## src/qmr_pkg.sv

```systemverilog
package qmr_pkg;

   localparam int DATA_WIDTH = 16;
   localparam int FRAC_BITS  = 14;
   localparam int IMM_WIDTH  = DATA_WIDTH + 2;
   localparam int OPD_WIDTH  = DATA_WIDTH + 1;
   localparam int PROD_WIDTH = IMM_WIDTH + OPD_WIDTH;
   localparam int RND_WIDTH  = PROD_WIDTH - FRAC_BITS;
   localparam int SUM_WIDTH  = RND_WIDTH + 2;

   typedef enum logic [1:0] {
      FUNC_MUL  = 2'd0,
      FUNC_ROT  = 2'd1,
      FUNC_MAT  = 2'd2,
      FUNC_NONE = 2'd3
   } func_type;

   typedef logic signed [DATA_WIDTH-1:0] data_type;
   typedef logic signed [IMM_WIDTH-1:0]  imm_type;
   typedef logic signed [OPD_WIDTH-1:0]  opd_type;
   typedef logic signed [RND_WIDTH-1:0]  rnd_type;
   typedef logic signed [SUM_WIDTH-1:0]  sum_type;
   typedef logic signed [PROD_WIDTH-1:0] prod_type;

   localparam sum_type DATA_MAX = sum_type'((64'sd1 <<< (DATA_WIDTH - 1)) - 64'sd1);
   localparam sum_type DATA_MIN = ~DATA_MAX;
   localparam sum_type IMM_MAX  = sum_type'((64'sd1 <<< (IMM_WIDTH - 1)) - 64'sd1);
   localparam sum_type IMM_MIN  = ~IMM_MAX;
   localparam sum_type ONE      = sum_type'(64'sd1 <<< FRAC_BITS);
   localparam prod_type HALF    = prod_type'(64'sd1 <<< (FRAC_BITS - 1));

   typedef struct packed {
      logic [1:0] func;
      data_type   a_w;
      data_type   a_x;
      data_type   a_y;
      data_type   a_z;
      data_type   b_w;
      data_type   b_x;
      data_type   b_y;
      data_type   b_z;
   } qmr_req_type;

   typedef struct packed {
      data_type r0;
      data_type r1;
      data_type r2;
      data_type r3;
      logic     saturated;
      logic     last;
   } qmr_rsp_type;

   // first product done, between front and back halves
   typedef struct packed {
      logic                valid;
      logic [1:0]          func;
      imm_type [3:0]       t;
      logic                sat;
      data_type [8:0]      m;
      logic [2:0]          row_sat;
      data_type [3:0]      a;
   } qmr_mid_type;

   typedef struct packed {
      logic                valid;
      logic [1:0]          func;
      data_type [3:0]      res;
      logic                sat;
      data_type [8:0]      m;
      logic [2:0]          row_sat;
   } qmr_end_type;

   // exact product, add half, floor shift
   function automatic rnd_type round_mul(imm_type p, opd_type q);
      prod_type prod;
      prod = prod_type'(p) * prod_type'(q);
      prod = prod + HALF;
      return rnd_type'(prod >>> FRAC_BITS);
   endfunction

   // msb is the clamp flag
   function automatic logic [DATA_WIDTH:0] sat_data(sum_type v);
      if (v > DATA_MAX) return {1'b1, DATA_MAX[DATA_WIDTH-1:0]};
      if (v < DATA_MIN) return {1'b1, DATA_MIN[DATA_WIDTH-1:0]};
      return {1'b0, v[DATA_WIDTH-1:0]};
   endfunction

   function automatic logic [IMM_WIDTH:0] sat_imm(sum_type v);
      if (v > IMM_MAX) return {1'b1, IMM_MAX[IMM_WIDTH-1:0]};
      if (v < IMM_MIN) return {1'b1, IMM_MIN[IMM_WIDTH-1:0]};
      return {1'b0, v[IMM_WIDTH-1:0]};
   endfunction

endpackage

```

## src/qmr_emit.sv

```systemverilog
module qmr_emit (
   input  logic                 clock,
   input  logic                 reset,
   input  qmr_pkg::qmr_end_type fin,
   output logic                 hold,
   output logic                 rsp_valid,
   output qmr_pkg::qmr_rsp_type rsp
);

   localparam logic [1:0] LAST_ROW = 2'd2;

   logic                 is_mat;
   logic [1:0]           row_ff;
   logic [1:0]           row_in;
   logic                 rsp_valid_ff;
   qmr_pkg::qmr_rsp_type rsp_ff;
   qmr_pkg::qmr_rsp_type rsp_in;

   // a matrix request holds the pipe while its first two rows go out
   always_comb begin
      is_mat = fin.valid && (fin.func == qmr_pkg::FUNC_MAT);
      hold   = is_mat && (row_ff != LAST_ROW);
      row_in = hold ? row_ff + 2'd1 : 2'd0;
   end

   always_comb begin
      if (is_mat) begin
         case (row_ff)
            2'd0: begin
               rsp_in.r0 = fin.m[0];
               rsp_in.r1 = fin.m[1];
               rsp_in.r2 = fin.m[2];
            end
            2'd1: begin
               rsp_in.r0 = fin.m[3];
               rsp_in.r1 = fin.m[4];
               rsp_in.r2 = fin.m[5];
            end
            default: begin
               rsp_in.r0 = fin.m[6];
               rsp_in.r1 = fin.m[7];
               rsp_in.r2 = fin.m[8];
            end
         endcase
         rsp_in.r3        = '0;
         rsp_in.saturated = (row_ff == 2'd0) ? fin.row_sat[0] :
                            (row_ff == 2'd1) ? fin.row_sat[1] : fin.row_sat[2];
         rsp_in.last      = (row_ff == LAST_ROW);
      end else begin
         rsp_in.r0        = fin.res[0];
         rsp_in.r1        = fin.res[1];
         rsp_in.r2        = fin.res[2];
         rsp_in.r3        = fin.res[3];
         rsp_in.saturated = fin.sat;
         rsp_in.last      = 1'b1;
      end
   end

   always_ff @(posedge clock) begin
      if (reset) begin
         row_ff       <= 2'd0;
         rsp_valid_ff <= 1'b0;
      end else begin
         row_ff       <= row_in;
         rsp_valid_ff <= fin.valid;
      end
   end

   always_ff @(posedge clock) begin
      rsp_ff <= rsp_in;
   end

   assign rsp_valid = rsp_valid_ff;
   assign rsp       = rsp_ff;

`ifndef NO_ASSERTIONS
   a_hold_only_mat: assert property (@(posedge clock) disable iff (reset)
      hold |-> (fin.valid && fin.func == qmr_pkg::FUNC_MAT))
      else $error("hold without a matrix request");
   a_row_range: assert property (@(posedge clock) disable iff (reset)
      row_ff != 2'd3)
      else $error("row counter out of range");
   a_row_idle: assert property (@(posedge clock) disable iff (reset)
      !is_mat |-> row_ff == 2'd0)
      else $error("row counter busy without a matrix request");
   a_last_row: assert property (@(posedge clock) disable iff (reset)
      (is_mat && row_ff == LAST_ROW) |=> (rsp_valid && rsp.last))
      else $error("final matrix row not marked last");
   a_no_unknown: assert property (@(posedge clock) disable iff (reset)
      fin.valid |-> fin.func != qmr_pkg::FUNC_NONE)
      else $error("unknown operation in the pipe");
`endif

endmodule

```

## config.mk

```make
export PLATFORM = sky130hd
export DESIGN_NAME = qmr_emit
export DESIGN_NICKNAME = d
export VERILOG_FILES = /design/src/qmr_pkg.sv /design/src/qmr_emit.sv
export SDC_FILE = /design/constraint.sdc
export NUM_CORES = 1
export LEC_CHECK = 0
export BUFFER_PORTS_ARGS = -buffer_cell sky130_fd_sc_hd__buf_4
export CAP_MARGIN = 25
export CORE_AREA = 2 2 110 112
export CTS_CLUSTER_DIAMETER = 100
export DETAILED_ROUTE_END_ITERATION = 16
export DIE_AREA = 0 0 112 114
export PLACE_DENSITY = 0.66
export REMOVE_ABC_BUFFERS = 1
export SYNTH_ARGS = -nofsm -noshare
export SYNTH_HDL_FRONTEND = slang
export SYNTH_SLANG_ARGS = --single-unit
export TNS_END_PERCENT = 30
```

## constraint.sdc

```tcl
create_clock -name clock -period 2.82 [get_ports clock]
set_input_delay 0.282 -clock clock [delete_from_list [all_inputs] [get_ports clock]]
set_output_delay 0.282 -clock clock [all_outputs]
set_load 0.01 [all_outputs]
```

---- Word level (Yosys, flattened, before mapping) ----
Cells that the tools add are included.
cells by class
  add/subtract/negate cells ............... 1
  equality and inequality tests ........... 4
  mux-type cells .......................... 4
  bitwise operators ....................... 1
  reductions and logical operators ........ 4
operators with widths
  cell                 number
  $pmux 48 s2          1
  $mux 66              1
  $eq 2x2->1 const B   2
  $add 2x1->2 const B  1
  $eq 2x1->1 const B   1
  $logic_and 1x1->1    2
  $logic_not 2->1      1
  $mux 1               2
  $ne 2x2->1 const B   1
  $reduce_or 2->1      1
  $not 1->1            1
storage, ports and cells
  flip-flop bits (word level) ............. 69
  input port bits ......................... 217
  output and inout bits ................... 68

---- Longest topological paths before layout ----
  depth in word-level cells ............... 5
  mapped depth ............................ 7
  gate-level depth less buffers ........... 5

---- Worst setup path before layout ----
OpenSTA, ideal clock, no wires.
  path kind ............................... register to register
  start ................................... register row_ff[0]
  end ..................................... register rsp_ff (netlist bit rsp[63])
  setup time .............................. 0.122 ns
  arrival time ............................ 1.338 ns
  required time ........................... 2.698 ns
  slack ................................... 1.360 ns
  stages on the path, launching flop included .. 8
  path buffers ............................ 2
  clock period less this slack ............ 1.460 ns
  cell sequence ........................... dfxtp_1 inv_1 ha_1 or2_1 buf_4 buf_4 nand3_1 a31oi_1
RTL lines
  what                    RTL line        source
  from (decl)             qmr_emit.sv:13  logic [1:0] row_ff;
  from (signal assigned)  qmr_emit.sv:64  row_ff <= row_in;
  to (signal assigned)    qmr_emit.sv:70  rsp_ff <= rsp_in;
  to (decl)               qmr_emit.sv:16  qmr_pkg::qmr_rsp_type rsp_ff;

==> flow_metrics.env <==
export IMPL_grt_ovfl_total=0
export IMPL_numCtsBuffers=9
export IMPL_timing_final_crit_share=0.681
export IMPL_drv_slew=0
export IMPL_ctsResizeCount=0
export IMPL_die_area_um2=12800
export IMPL_critical_path_slowest_cell="nor2_4"
export IMPL_placed_cell_area_um2=5180
export IMPL_yosys_most_used_dff="dfxtp_1"
export IMPL_antenna_cells=0
export IMPL_cts_sinks=69
export IMPL_drive_gt1_frac=0.480
export IMPL_finalSetupViolations=0
export IMPL_seq_area_frac_synth=0.470
export IMPL_ant_nets=0
export IMPL_dp_hpwl_um=9520
export IMPL_period_minus_slack_ns=1.92
export IMPL_gp_congestion=0.893
export IMPL_final_core_util=0.469
export IMPL_pwr_density_cell_nw_per_um2=514
export IMPL_grt_usage=0.191
export IMPL_r2r_end="rsp[27]$_DFF_P_"
export IMPL_routed_wl_um=12500
export IMPL_clockBufferDepth=2
export IMPL_avgSynthCellArea_um2=7.77
export IMPL_die_height_um=114
export IMPL_vias=3831
export IMPL_r2r_slack_ns=0.90
export IMPL_io_pins=285
export IMPL_cts_tree="done"
export IMPL_ys_seq_elements=69
export IMPL_crit_required_ns=3.07
export IMPL_drt_iter0_markers=240
export IMPL_critical_path_max_stage_delay_ns=0.57
export IMPL_critPathKind="reg -> reg"
export IMPL_first_pass_iters=4
export IMPL_rsz0062_at_grt="false"
export IMPL_clk_latency_ns=0.32
export IMPL_mostFrequentLayoutCells="buf_4, dfxtp_1, nand2_1"
export IMPL_fin_hold_ws_ns=0.133
export IMPL_min_path_type="in -> reg"
export IMPL_power_leakage_nw=2.71
export IMPL_synth_edf_count=0
export IMPL_worstMarginPinSlew_ns=0.647
export IMPL_ys_warn_count=0
export IMPL_maxCapViolCount=0
export IMPL_synth_cell_types=23
export IMPL_num_rows=40
export IMPL_hold_depth=2
export IMPL_worst_r2r_cell_count=6
export IMPL_r2r_start="row_ff[1]$_SDFF_PP0_"
export IMPL_core_um2=11700
export IMPL_critPathMaxFanout=26
export IMPL_max_slew_margin=0.568
export IMPL_htreeDepth=3
export IMPL_die_x_um=112
export IMPL_design_area_um2=5490
export IMPL_start_kind="flip-flop"
export IMPL_netlist_instances=378
export IMPL_outcome="completed"
export IMPL_synth_cell_area_um2=2940
export IMPL_start_util=0.251
export IMPL_end_kind="flip-flop"
export IMPL_worstPathCellList="inv_1 -> ha_2 -> nor2_4 -> buf_12 -> nand2_1 -> a31oi_1"
export IMPL_cts_hold_buffers=0
export IMPL_final_common_cell="buf_4"
export IMPL_nFillCells=1173
export IMPL_worstPathArrival_ns=2.17
export IMPL_grt_max_degree=40
export IMPL_grt_pass1_vias=4069
export IMPL_synth_async_reset_ratio=0
export IMPL_root_buffer="clkbuf_16"
export IMPL_hold_end="rsp_valid$_SDFF_PP0_"
export IMPL_hold_viol_final=0
export IMPL_path_clk_slew_ns=0.05
export IMPL_finalNetCount=870
export IMPL_cts_setup_buffers=0
export IMPL_area_growth_pct=87.1
export IMPL_min_from="reset"
export IMPL_drc=0
export IMPL_routed_via_density=4.79
export IMPL_fmax_ghz=0.521
export IMPL_skew_ns=0.00540
export IMPL_grt_pass1_wl_um=19500
export IMPL_grt_antenna_before_repair=0
export IMPL_port_buffers=284
export IMPL_wire_per_inst_um=15.6
export IMPL_ir_drop_mv=0.270
## critical path, delay by kind of cell (launching register included)
kind	cells	cell delay (ns)
adders and majority gates	1	0.35
and+or+nand+nor	2	0.65
AOI/OAI and AO/OA	1	0.14
buffers and inverters	2	0.34
DFF	1	0.34
## routing by layer
layer  track usage  up-vias  wire (µm)
li1              -     1848          -
met1         0.203     1775       4730
met2         0.360      200       6570
met3        0.0590        8       1060
met4        0.0626        0        102
met5             0        -          0
## layout make-up
| cell class | instances | area [µm²] | share of cell area |
|---|---|---|---|
| clock buffers | 10 | 239 | 0.0435 |
| clock inverters | 5 | 75.1 | 0.0137 |
| repair buffers | 292 | 2200 | 0.401 |
| flip-flops and latches | 69 | 1380 | 0.251 |
| well taps | 147 | 184 | 0.0335 |
| multi-input cells | 273 | 1400 | 0.255 |
| inverters | 3 | 11.3 | 0.00205 |
## where the power goes
group	internal (mW)	switching, mW
Combinational	0.340	0.220
Clock	0.788	0.405
Sequential	1.05	0.0208
## worst max path at each step
stage	start	to	slack [ns]	depth (start not counted)
final	row_ff[1]$_SDFF_PP0_	rsp[27]$_DFF_P_	0.90	6
after global routing	row_ff[1]$_SDFF_PP0_	rsp[37]$_DFF_P_	0.71	6
after CTS	row_ff[1]$_SDFF_PP0_	rsp[48]$_DFF_P_	0.86	6
after detailed placement	row_ff[1]$_SDFF_PP0_	rsp[48]$_DFF_P_	0.88	6
after global placement	row_ff[1]$_SDFF_PP0_	rsp[27]$_DFF_P_	0.98	6
after floorplan	row_ff[1]$_SDFF_PP0_	rsp[18]$_DFF_P_	-0.13	5
## synthesized netlist by cell type, types with 3 or more instances
library cell | instances | area share
a21oi_1 | 48 | 0.082
a31oi_1 | 48 | 0.10
and2_1 | 16 | 0.034
buf_1 | 3 | 0.0038
buf_2 | 13 | 0.022
buf_4 | 5 | 0.013
clkbuf_1 | 12 | 0.015
dfxtp_1 | 69 | 0.47
ha_1 | 5 | 0.021
inv_1 | 3 | 0.0038
nand2_1 | 49 | 0.063
nand3_1 | 48 | 0.082
nor2_1 | 49 | 0.063
## through the flow
step / power, mW / cells / TNS, ns / setup slack (ns)
2_1_floorplan: 1.26 / 345 / -6.47 / -0.135
3_3_place_gp: 1.64 / 784 / 0 / 0.984
3_5_place_dp: 1.65 / 784 / 0 / 0.875
4_1_cts: 2.86 / 799 / 0 / 0.860
5_1_grt: 2.95 / 799 / 0 / 0.715
6_report: 2.82 / 799 / 0 / 0.900
## sequential cells by signal (all words and copies together), names as in the netlist
register   cells
rsp           66
rsp_valid      1
row_ff         2
## kinds of logic after synthesis
kind of cell,after synthesis,synth area share
AO/OA/AOI/OAI,97,0.186
adder cells (fa/ha/maj),5,0.0213
buffers and inverters,36,0.0579
flip-flops,69,0.470
multiplexers,2,0.00724
AND/OR/NAND/NOR,169,0.257
(Power assumes the default switching activity.)
